`config.mk`:
```
export PLATFORM = sky130hd
export DESIGN_NAME = serial_message_to_radio_splitter_top
export DESIGN_NICKNAME = d
export VERILOG_FILES = /design/src/smrs_pkg.sv /design/src/serial_message_to_radio_splitter_top.sv /design/src/smrs_assembler.sv /design/src/smrs_out_reg.sv
export SDC_FILE = /design/constraint.sdc
export NUM_CORES = 1
export LEC_CHECK = 0
export BUFFER_PORTS_ARGS = -buffer_cell sky130_fd_sc_hd__buf_4
export CAP_MARGIN = 20
export CORE_ASPECT_RATIO = 1.2
export CORE_UTILIZATION = 32
export DETAILED_ROUTE_END_ITERATION = 10
export GPL_TIMING_DRIVEN = 0
export PLACE_DENSITY_LB_ADDON = 0.3
export SKIP_CTS_REPAIR_TIMING = 1
export SLEW_MARGIN = 20
export SYNTH_ARGS = -nofsm -noshare
export SYNTH_HDL_FRONTEND = slang
export SYNTH_SLANG_ARGS = --single-unit
```
`constraint.sdc`:
```
create_clock -name clk_i -period 10.7 [get_ports clk_i]
set_clock_uncertainty 0.15 [all_clocks]
set_input_delay 2.14 -clock clk_i [delete_from_list [all_inputs] [get_ports clk_i]]
set_output_delay 2.14 -clock clk_i [all_outputs]
set_load 0.02 [all_outputs]
```
`src/smrs_pkg.sv`:
```
// ----------------------------------------------------------------------------
// smrs_pkg
// Types and constants shared by the serial message to radio splitter.
// ----------------------------------------------------------------------------
package smrs_pkg;

  localparam int unsigned MsgBytes  = 16;
  localparam int unsigned PosW      = $clog2(MsgBytes);
  localparam int unsigned HalfBytes = MsgBytes / 2;
  localparam int unsigned PktW      = 8 * HalfBytes;

  localparam logic [7:0] HDR_A     = 8'h41;
  localparam logic [7:0] HDR_B     = 8'h42;
  localparam logic [7:0] HDR_C     = 8'h43;
  localparam logic [7:0] TERM_BYTE = 8'h0D;
  localparam logic [7:0] PAD_BYTE  = 8'h20;

  localparam logic [PosW-1:0] POS_START   = PosW'(0);
  localparam logic [PosW-1:0] POS_BODY    = PosW'(1);
  localparam logic [PosW-1:0] POS_HALF    = PosW'(HalfBytes - 1);
  localparam logic [PosW-1:0] POS_SECOND  = PosW'(HalfBytes);
  localparam logic [PosW-1:0] POS_LAST    = PosW'(MsgBytes - 1);

  typedef struct packed {
    logic [7:0]      header_code;
    logic [3:0]      body_length;
    logic            message_end;
    logic            second_half;
    logic [PktW-1:0] packet_bytes;
    logic            packet_valid;
  } result_t;

endpackage

```
`src/serial_message_to_radio_splitter_top.sv`:
```
// ----------------------------------------------------------------------------
// serial_message_to_radio_splitter_top
// Path: an accepted byte is held in the input register, its result in the result register.
// Throughput: one byte per cycle while the output is not back-pressured; the state update is one short pass.
// Reset: position and half-sent flag clear, both registers empty; the
// message buffer is not reset.
// ----------------------------------------------------------------------------
module serial_message_to_radio_splitter_top
  import smrs_pkg::*;
(
  input  logic        clk_i,
  input  logic        rst_ni,
  input  logic        s_axis_tvalid,
  output logic        s_axis_tready,
  input  logic [7:0]  s_axis_tdata,   // [7:0] rx_byte
  output logic        m_axis_tvalid,
  input  logic        m_axis_tready,
  output logic [79:0] m_axis_tdata,   // [0] packet_valid, [64:1] packet_bytes,
                                      // [68:65] body_length, [76:69] header_code
  output logic        m_axis_tlast,   // message_end
  output logic        m_axis_tuser    // second_half
);

  logic       in_vld_q, in_vld_d;
  logic [7:0] in_byte_q;
  logic       advance, res_vld;
  result_t    res, out_res;

  assign advance       = in_vld_q && (!m_axis_tvalid || m_axis_tready);
  assign s_axis_tready = !in_vld_q || advance;

  always_comb begin
    if (s_axis_tvalid && s_axis_tready) begin
      in_vld_d = 1'b1;
    end else if (advance) begin
      in_vld_d = 1'b0;
    end else begin
      in_vld_d = in_vld_q;
    end
  end

  always_ff @(posedge clk_i or negedge rst_ni) begin
    if (!rst_ni) begin
      in_vld_q <= 1'b0;
    end else begin
      in_vld_q <= in_vld_d;
    end
  end

  always_ff @(posedge clk_i) begin
    if (s_axis_tvalid && s_axis_tready) begin
      in_byte_q <= s_axis_tdata;
    end
  end

  smrs_assembler u_asm (
    .clk_i     (clk_i),
    .rst_ni    (rst_ni),
    .step_i    (advance),
    .byte_i    (in_byte_q),
    .res_vld_o (res_vld),
    .res_o     (res)
  );

  smrs_out_reg u_out (
    .clk_i   (clk_i),
    .rst_ni  (rst_ni),
    .load_i  (advance && res_vld),
    .res_i   (res),
    .ready_i (m_axis_tready),
    .valid_o (m_axis_tvalid),
    .res_o   (out_res)
  );

  assign m_axis_tdata = {3'b000, out_res.header_code, out_res.body_length,
                         out_res.packet_bytes, out_res.packet_valid};
  assign m_axis_tlast = out_res.message_end;
  assign m_axis_tuser = out_res.second_half;

endmodule

```
`src/smrs_assembler.sv`:
```
// ----------------------------------------------------------------------------
// smrs_assembler
// Message buffer, position tracking and packet/terminator result logic.
// ----------------------------------------------------------------------------
module smrs_assembler
  import smrs_pkg::*;
(
  input  logic       clk_i,
  input  logic       rst_ni,
  input  logic       step_i,
  input  logic [7:0] byte_i,
  output logic       res_vld_o,
  output result_t    res_o
);

  logic [PosW-1:0] pos_q, pos_d;
  logic            fhs_q, fhs_d;
  logic [7:0]      buf_q [MsgBytes];
  logic [7:0]      buf_d [MsgBytes];

  logic is_hdr, is_term, sendable, half;
  logic send, ends;

  assign is_hdr   = (byte_i == HDR_A) || (byte_i == HDR_B) || (byte_i == HDR_C);
  assign is_term  = (pos_q != POS_START) && (pos_q != POS_BODY) && (byte_i == TERM_BYTE);
  assign sendable = (buf_q[0] == HDR_B) || (buf_q[0] == HDR_C);

  always_comb begin
    for (int k = 0; k < MsgBytes; k++) begin
      buf_d[k] = buf_q[k];
      if (PosW'(k) == pos_q) begin
        buf_d[k] = byte_i;
      end else if (is_term && (PosW'(k) > pos_q)) begin
        buf_d[k] = PAD_BYTE;
      end
    end
  end

  always_comb begin
    pos_d = pos_q;
    fhs_d = fhs_q;
    send  = 1'b0;
    ends  = 1'b0;
    half  = 1'b0;
    if (pos_q == POS_START) begin
      fhs_d = 1'b0;
      pos_d = is_hdr ? POS_BODY : POS_START;
    end else if (is_term) begin
      ends  = 1'b1;
      send  = sendable;
      half  = fhs_q;
      pos_d = POS_START;
    end else if (pos_q == POS_HALF) begin
      if (!fhs_q) begin
        fhs_d = 1'b1;
        pos_d = POS_SECOND;
        send  = sendable;
      end
    end else if (pos_q == POS_LAST) begin
      pos_d = POS_START;
      send  = sendable;
      half  = 1'b1;
    end else begin
      pos_d = pos_q + POS_BODY;
    end
  end

  always_comb begin
    res_o = '0;
    res_o.header_code  = buf_q[0];
    res_o.packet_valid = send;
    res_o.second_half  = send & half;
    res_o.message_end  = ends;
    res_o.body_length  = ends ? 4'(pos_q - POS_BODY) : 4'd0;
    if (send) begin
      for (int k = 0; k < HalfBytes; k++) begin
        res_o.packet_bytes[8*k +: 8] = half ? buf_d[HalfBytes + k] : buf_d[k];
      end
    end
  end

  assign res_vld_o = send | ends;

  always_ff @(posedge clk_i or negedge rst_ni) begin
    if (!rst_ni) begin
      pos_q <= POS_START;
      fhs_q <= 1'b0;
    end else if (step_i) begin
      pos_q <= pos_d;
      fhs_q <= fhs_d;
    end
  end

  always_ff @(posedge clk_i) begin
    if (step_i) begin
      buf_q <= buf_d;
    end
  end

endmodule

```
`src/smrs_out_reg.sv`:
```
// ----------------------------------------------------------------------------
// smrs_out_reg
// Result register holding one result until the downstream transfer.
// ----------------------------------------------------------------------------
module smrs_out_reg
  import smrs_pkg::*;
(
  input  logic    clk_i,
  input  logic    rst_ni,
  input  logic    load_i,
  input  result_t res_i,
  input  logic    ready_i,
  output logic    valid_o,
  output result_t res_o
);

  logic    vld_q, vld_d;
  result_t res_q;

  always_comb begin
    if (load_i) begin
      vld_d = 1'b1;
    end else if (ready_i) begin
      vld_d = 1'b0;
    end else begin
      vld_d = vld_q;
    end
  end

  always_ff @(posedge clk_i or negedge rst_ni) begin
    if (!rst_ni) begin
      vld_q <= 1'b0;
    end else begin
      vld_q <= vld_d;
    end
  end

  always_ff @(posedge clk_i) begin
    if (load_i) begin
      res_q <= res_i;
    end
  end

  assign valid_o = vld_q;
  assign res_o   = res_q;

endmodule

```
-- After elaboration in Yosys (flattened, before gate mapping)
Index checks and enable logic that the tools add are counted.
- $add $sub $neg: 2
- $mul: 0
- divide/modulo/power cells: 0
- magnitude comparators: 16
- equality and inequality tests: 26
- shift operators: 0
- muxes and demuxes: 64
- bitwise gates (word level): 2
- reduce and logical (&&, ||, !) cells: 35
- operators with widths (kind ; count):
    8-bit two-way mux ; 40
    8-bit by 7-bit equality test with 1-bit output (second input constant) ; 5
    4-bit equality test (first input constant) ; 8
    4-bit greater-than comparator (first input constant) ; 8
    1-bit logical AND ; 21
    4-bit two-way mux ; 5
    1-bit two-way mux ; 19
    3-bit by 4-bit equality test with 1-bit output (first input constant) ; 4
    3-bit by 4-bit greater-than comparator with 1-bit output (first input constant) ; 4
    2-bit by 4-bit equality test with 1-bit output (first input constant) ; 2
    8-bit by 4-bit equality test with 1-bit output (second input constant) ; 1
    1-bit by 4-bit greater-than comparator with 1-bit output (first input constant) ; 2
    2-bit by 4-bit greater-than comparator with 1-bit output (first input constant) ; 2
    2-bit nonzero test ; 3
    1-bit logical OR ; 5
    4-bit by 1-bit adder with 4-bit output (second input constant) ; 1
    1-bit by 4-bit equality test with 1-bit output (first input constant) ; 1
    4-bit by 3-bit equality test with 1-bit output (second input constant) ; 1
    4-bit equality test (second input constant) ; 1
    4-bit logical NOT ; 1
    4-bit by 1-bit inequality test with 1-bit output (second input constant) ; 1
    4-bit inequality test (second input constant) ; 1
    4-bit nonzero test ; 1
    4-bit by 1-bit subtractor with 4-bit output (second input constant) ; 1
    6 further kinds ; 7
- bits in registers: 222
- bits in latches: 0
- RAM bits: 0
- memory bits (read-only): 0
- bits of input ports: 12
- output and inout port bits: 84
- logic and storage cells: 172
- memories kept: 0

-- Longest topological paths before layout
Gate-level depths: netlist of run 1.
- depth in word-level cells: 9
- depth in mapped cells: 12
- mapped depth without buffers: 9

-- By module
Synthesis of run 1 repeated with hierarchy kept, for this count alone.
- cell total of the unflattened synthesis: 807
- area total of the unflattened synthesis: 9776.9 um2
- by module, submodules not included (module ; instances ; cells each ; area an instance (um2)):
    smrs_assembler ; 1 ; 706 ; 7021.7
    smrs_out_reg ; 1 ; 82 ; 2408.6
    serial_message_to_radio_splitter_top ; 1 ; 19 ; 346.6

-- Worst setup path after synthesis of run 1
OpenSTA, ideal clock, no wires.
- path type: in2reg
- start point: input port m_axis_tready
- end point: register u_out.res_q (netlist bit u_out.res_o[0]) (enable)
- arrival: 12254 ps
- data required time: 9914 ps
- setup slack: -2341 ps
- cell stages on the path: 3
- path through: nand2b_1 > and2_0 > a21boi_0
- cells in the longest elaborated chain, start to end: 3
- RTL lines (item ; line ; text):
    from (decl) ; serial_message_to_radio_splitter_top.sv:17 ; input logic m_axis_tready,
    1-bit logical OR ; serial_message_to_radio_splitter_top.sv:29 ; assign advance = in_vld_q && (!m_axis_tvalid || m_axis_tready);
    1-bit logical AND ; serial_message_to_radio_splitter_top.sv:29 ;
    named net advance ; serial_message_to_radio_splitter_top.sv:26 ; logic advance, res_vld;
    1-bit logical AND ; serial_message_to_radio_splitter_top.sv:68 ; .load_i (advance && res_vld),
    named net u_out.load_i ; smrs_out_reg.sv:10 ; input logic load_i,
    to (signal assigned) ; smrs_out_reg.sv:40 ; res_q <= res_i;
    to (decl) ; smrs_out_reg.sv:18 ; result_t res_q;
The timed path passes the listed nets, and every way through them passes these cells.
A chain may end at the register's enable or synchronous reset.

-- Worst setup path after layout of run 1
- start point: input port m_axis_tready
- end point: output port s_axis_tready
- cells in the longest elaborated chain, start to end: 3
- RTL lines (item ; line ; text):
    1-bit logical OR ; serial_message_to_radio_splitter_top.sv:29 ;
    1-bit logical AND ; serial_message_to_radio_splitter_top.sv:29 ;
    1-bit logical OR ; serial_message_to_radio_splitter_top.sv:30 ; assign s_axis_tready = !in_vld_q || advance;
    to (decl) ; serial_message_to_radio_splitter_top.sv:14 ; output logic s_axis_tready,
No other way between the ends.

==> impl_metrics.csv, run 1 <==
group,metric,value,unit
outcome,status,"finished clean",
min_path,min_from,"u_asm.res_o[71]",
sta,setup_tns,0,ns
grt,grt.overflow.total,0,
synth,synth_edf_count,207,
pwr,p_leak,4.70,nW
critical_path,worstSetupPathType,"in2out",
drt,drtPass1Iterations,5,
pwr,vdd_drop_max,0.000107,V
drt,vias,7267,
cells_and_area,drive_gt1_share,18.7,%
clock_tree,htreeDepth,1,
cells_and_area,seq_area,6390,sq um
grt,track_usage,19.1,%
drt,drt-total-wl,30200,microns
floorplan,die_w,164,microns
drt,wl_per_cell,22.1,microns
clock_tree,cts.clk_slew.worst_paths,0.06,ns
flow_run,max-cap-violations,0,
critical_path,crit_chain,"buf_4, nand3b_1, buf_4",
critical_path,path_common_cell,"buf_4",
placement,dpl.hpwl,19900,microns
drt,first_iter_violations,813,
synth,synth.avg_cell_area,12.1,sq um
grt,grt_pass1_vias,7192,
floorplan,io_pins,96,
cells_and_area,syn_to_final_growth,21.0,%
sta,timing.final.crit_share,45.7,%
synth,netlist.area_leader.share,62.0,%
critical_path,crit_slowest_cell,"nand3b_1",
critical_path,cp.arrival,2.61,ns
critical_path,cp_top_family,"buffers and inverters",
drt,drtAntennaViolNets,0,
placement,gp_congestion,0.922,
floorplan,core,30700,sq um
placement,pre_cts_ws,5.80,ns
drt,drc,0,
sta,setup_ws,5.80,ns
placement,dpl-instance-area,11400,sq um
sta,report.final.hold_viol_count,0,
sta,holdWs,0.309,ns
clock_tree,clockBufferDepth,3,
floorplan,die_y,196,microns
critical_path,cp.required,8.41,ns
floorplan,initial_core_util,32.7,%
critical_path,cp_max_fo,3,
critical_path,startpoint,"m_axis_tready",
critical_path,start_kind,"input port",
synth,ys.warnings.count,0,
sta,fmax,204,MHz
critical_path,cp_num_buf_inv,2,
grt,antenna_found_initial,0,
cells_and_area,multiInputGateArea,3280,sq um
min_path,hp-class,"reg2reg",
floorplan,rows,70,
sta,maxSlewViolCount,0,
clock_tree,cts_root_buf,"clkbuf_16",
synth,synth_ff_type,"edfxtp_1",
synth,yosys.cell_types.count,67,
grt,grt_max_degree,55,
drt,via_per_inst,5.32,
cells_and_area,nFillCells,2983,
critical_path,critPathMaxStageDelay,0.18,ns
synth,synth.largest_area_cell,"edfxtp_1",
synth,syn_inst,831,
synth,synth.top_cells.by_area,"edfxtp_1 (62%), nand2_1 (3.9%), a21oi_1 (3.4%), o21ai_0 (2.7%), a22o_1 (2.5%)",
clock_tree,clock_latency,0.54,ns
sta,fin_crit,4.90,ns
clock_tree,numCtsBuffers,23,
synth,synthArstFlopShare,3.27,%
synth,ys_ff_latch,214,
sta,tightest_slew,1.16,ns
sta,slew-limit-headroom,22.7,%
critical_path,cp-end-kind,"output port",
sta,rsz0062_at_grt,"false",
cells_and_area,fin_nets,973,
clock_tree,cts_tree,"done",
cells_and_area,antenna_cells,0,
clock_tree,cts_sinks,214,
synth,yosysSeqAreaShare,63.7,%
floorplan,dieArea,32000,sq um
placement,port_buffers,92,
sta,finalSetupViolCount,0,
critical_path,r2r_start,"u_asm.pos_q[0]",
pwr,powerDensity,220,nW/um^2
synth,syn_area,10000,sq um
grt,grt_first_pass_wirelength,45500,microns
cells_and_area,design_area,12100,sq um
## logic make-up after synthesis
kind of cell / count (synthesis) / share of synthesized area [%]
other: 1 / 0.0374
multiplexers: 31 / 3.23
flip-flops: 214 / 63.7
buffers and inverters: 95 / 3.86
XOR/XNOR: 2 / 0.175
adder cells (fa/ha/maj): 5 / 0.624
AO/OA/AOI/OAI: 263 / 17.8
AND/OR/NAND/NOR: 220 / 10.6
## routing by layer
metal | up-vias | track usage [%] | wire length, microns | share of wire, %
met4 | 0 | 6.72 | 877 | 2.9
met2 | 247 | 31.6 | 14700 | 49
met3 | 57 | 2.47 | 1700 | 5.6
met5 | - | 0 | 0 | 0
li1 | 3384 | - | - | -
met1 | 3579 | 25.7 | 12900 | 43
## state kept, by name, summed over array words and instances (netlist names)
signal	count
u_asm.fhs_q	1
u_asm.res_o	8
in_vld_q	1
in_byte_q	8
u_out.valid_o	1
u_asm.pos_q	4
u_out.res_o	79
u_asm.buf_q	112
## layout by cell type (no fill, tap or decap), drive strengths merged, types with 10 or more instances in the layout
cell type  count
mux2i         20
a31oi         11
edfxtp       207
nand2        104
and2          14
a22o          29
o21ba         10
a21oi         68
buf          122
nand2b        18
mux2          11
inv           16
o21ai         57
clkbuf        83
a22oi         11
nor2          33
## layout make-up
| class | count | share of cell area [%] |
|---|---|---|
| Tap cell | 396 | 4.08 |
| Clock buffer | 28 | 4.90 |
| Buffer | 79 | 2.69 |
| Multi-Input combinational cell | 524 | 27.0 |
| Inverter | 16 | 0.495 |
| Clock inverter | 12 | 1.10 |
| Sequential cell | 214 | 52.7 |
| Timing Repair Buffer | 98 | 7.05 |
## final timing paths
kind,end,slack (ns),cells past startpoint
setup / recovery,s_axis_tready,5.80,3
hold / removal,u_out.res_o[71],0.31,0
setup reg to reg,u_out.res_o[56],6.46,10
hold reg to reg,u_out.res_o[71],0.31,0
max in group asynchronous,u_asm.pos_q[3],8.97,1
min in group asynchronous,u_asm.pos_q[1],1.26,1
## where the power goes
| group | internal, mW | total [mW] | switching, mW | leakage, nW |
|---|---|---|---|---|
| sequential | 1.10 | 1.15 | 0.0546 | 2.09 |
| clock | 0.466 | 0.798 | 0.333 | 0.358 |
| combinational | 0.255 | 0.715 | 0.460 | 2.25 |
| total | 1.82 | 2.67 | 0.847 | 4.70 |
## stage by stage
step / std cells / total power [mW] / utilization (%)
finish: 1367 / 2.67 / 39.6
global route: 1367 / 2.79 / 39.6
CTS: 1367 / 2.67 / 39.6
detailed placement: 1327 / 1.86 / 37.2
global placement: 1321 / 1.85 / 36.6
floorplan: 833 / 1.66 / -
## synthesized netlist by cell type (4+ instances only)
cell	instances
a31o_2	8
clkbuf_1	55
o21ai_0	54
o21ba_1	6
a211oi_1	7
or3_1	7
mux2_2	11
o211a_1	8
mux2i_1	20
a221oi_1	6
edfxtp_1	207
a21oi_1	68
nor2_1	32
o21a_1	9
a22o_1	29
nand3b_1	4
buf_2	15
a21o_1	4
buf_1	6
o22ai_1	8
and2_1	12
dfrtp_1	7
o21ba_2	4
and3_1	9
a31oi_1	11
o31ai_1	6
nand2b_1	18
nor3_1	8
nand2_1	104
inv_1	13
nor4_1	5
ha_1	5
a22oi_1	11
No activity file was read; power rests on OpenSTA's default activity.
==> inputs of run 2 (changes only) <==
clock period = 4 ns   (was 10.7 ns; I/O delays follow)
==> impl_metrics.csv, run 2 (synthesis results as in run 1) <==
group,metric,value,unit
sta,rsz0062_at_grt,"false",
sta,tightest_slew,0.968,ns
sta,slew-limit-headroom,35.5,%
sta,finalSetupViolCount,0,
critical_path,crit_chain,"clkbuf_1, or4b_1, buf_2, nor2_1, mux2i_1, clkbuf_1, clkbuf_2, nand2_1, a21oi_1",
flow_run,max-cap-violations,0,
pwr,p_leak,4.73,nW
critical_path,critPathMaxStageDelay,0.55,ns
critical_path,path_common_cell,"clkbuf_1",
floorplan,rows,70,
clock_tree,cts_root_buf,"clkbuf_16",
floorplan,die_y,196,microns
clock_tree,htreeDepth,1,
drt,wl_per_cell,21.9,microns
sta,fmax,271,MHz
critical_path,cp_num_buf_inv,4,
critical_path,cp-end-kind,"flip-flop",
floorplan,dieArea,32000,sq um
clock_tree,numCtsBuffers,22,
placement,port_buffers,92,
grt,track_usage,18.6,%
clock_tree,cts_tree,"done",
placement,dpl.hpwl,19800,microns
critical_path,cp.arrival,3.86,ns
grt,grt_first_pass_wirelength,44500,microns
cells_and_area,largest_register_ff_count,112,
clock_tree,cts.clk_slew.worst_paths,0.06,ns
clock_tree,clockBufferDepth,3,
drt,vias,7383,
floorplan,core,30700,sq um
critical_path,cp_max_fo,10,
cells_and_area,antenna_cells,0,
placement,gp_congestion,0.936,
cells_and_area,syn_to_final_growth,21.2,%
sta,timing.final.crit_share,92.2,%
pwr,powerDensity,581,nW/um^2
clock_tree,cts_sinks,214,
grt,grt.overflow.total,0,
floorplan,initial_core_util,32.7,%
cells_and_area,top_register,"u_asm.buf_q",
sta,report.final.hold_viol_count,0,
drt,drc,0,
critical_path,cp_top_family,"buffers and inverters",
critical_path,start_kind,"flip-flop",
drt,drtPass1Iterations,5,
pwr,vdd_drop_max,0.000321,V
floorplan,die_w,164,microns
grt,grt_max_degree,53,
grt,grt_pass1_vias,7157,
min_path,hp-class,"in2reg",
sta,setup_tns,0,ns
drt,first_iter_violations,712,
cells_and_area,final_cell_mix,"edfxtp_1 (207), nand2_1 (104), buf_4 (98), a21oi_1 (68)",
cells_and_area,fin_nets,976,
outcome,status,"finished clean",
sta,fin_crit,3.69,ns
grt,antenna_found_initial,0,
critical_path,crit_slowest_cell,"or4b_1",
cells_and_area,drive_gt1_share,19.8,%
critical_path,cp.required,4.17,ns
clock_tree,clock_latency,0.51,ns
floorplan,io_pins,96,
critical_path,worstSetupPathType,"reg2reg",
cells_and_area,layout_commonest_cell,"edfxtp_1",
sta,maxSlewViolCount,0,
drt,drt-total-wl,30000,microns
drt,via_per_inst,5.39,
drt,drtAntennaViolNets,0,
cells_and_area,fin_util,39.7,%
[run 2: per-layer routing]
| layer | vias to the layer above | GRT usage, % | wire length, microns |
|---|---|---|---|
| li1 | 3380 | - | - |
| met2 | 281 | 31.4 | 14600 |
| met4 | 0 | 5.14 | 734 |
| met3 | 56 | 2.45 | 1930 |
| met5 | - | 0 | 0 |
| met1 | 3666 | 25.0 | 12700 |
[run 2: worst paths after layout]
| path | startpoint | to | slack, ns | cells after the start |
|---|---|---|---|---|
| setup / recovery | in_byte_q[7] | u_out.res_o[24] | 0.31 | 9 |
| hold / removal | s_axis_tdata[7] | in_byte_q[7] | 0.31 | 1 |
| setup reg to reg | in_byte_q[7] | u_out.res_o[24] | 0.31 | 9 |
| hold reg to reg | u_asm.res_o[71] | u_out.res_o[71] | 0.31 | 0 |
| max in group asynchronous | rst_ni | u_asm.fhs_q | 3.05 | 2 |
| min in group asynchronous | rst_ni | in_vld_q | 0.50 | 2 |
[run 2: power by group]
group / switching (mW) / leakage [nW] / internal (mW)
Combinational: 1.23 / 2.28 / 0.690
Sequential: 0.147 / 2.09 / 2.94
Clock: 0.874 / 0.351 / 1.19
Total: 2.25 / 4.73 / 4.82
[run 2: metrics by stage]
| step | hold slack [ns] | total power, mW | cell area [sq um] | setup slack [ns] | instances |
|---|---|---|---|---|---|
| floorplan | 0.276 | 4.46 | 10100 | 0.0120 | 833 |
| global placement | 0.286 | 4.94 | 11200 | -1.16 | 1321 |
| detailed placement | 0.303 | 4.99 | 11400 | 0.113 | 1327 |
| CTS | -0.0564 | 7.06 | 12100 | 0.106 | 1367 |
| global route | 0.293 | 7.39 | 12200 | 0.154 | 1371 |
| finish | 0.311 | 7.07 | 12200 | 0.311 | 1371 |
[run 2: final cells by class]
type / instances / area (sq um)
plain buffers: 79 / 334
clock buffers: 30 / 642
clock inverters: 10 / 76.3
fillers: 3031 / 18500
inverters: 16 / 60.1
multi-input cells: 524 / 3280
flip-flops and latches: 214 / 6390
well taps: 396 / 495
repair buffers: 102 / 876
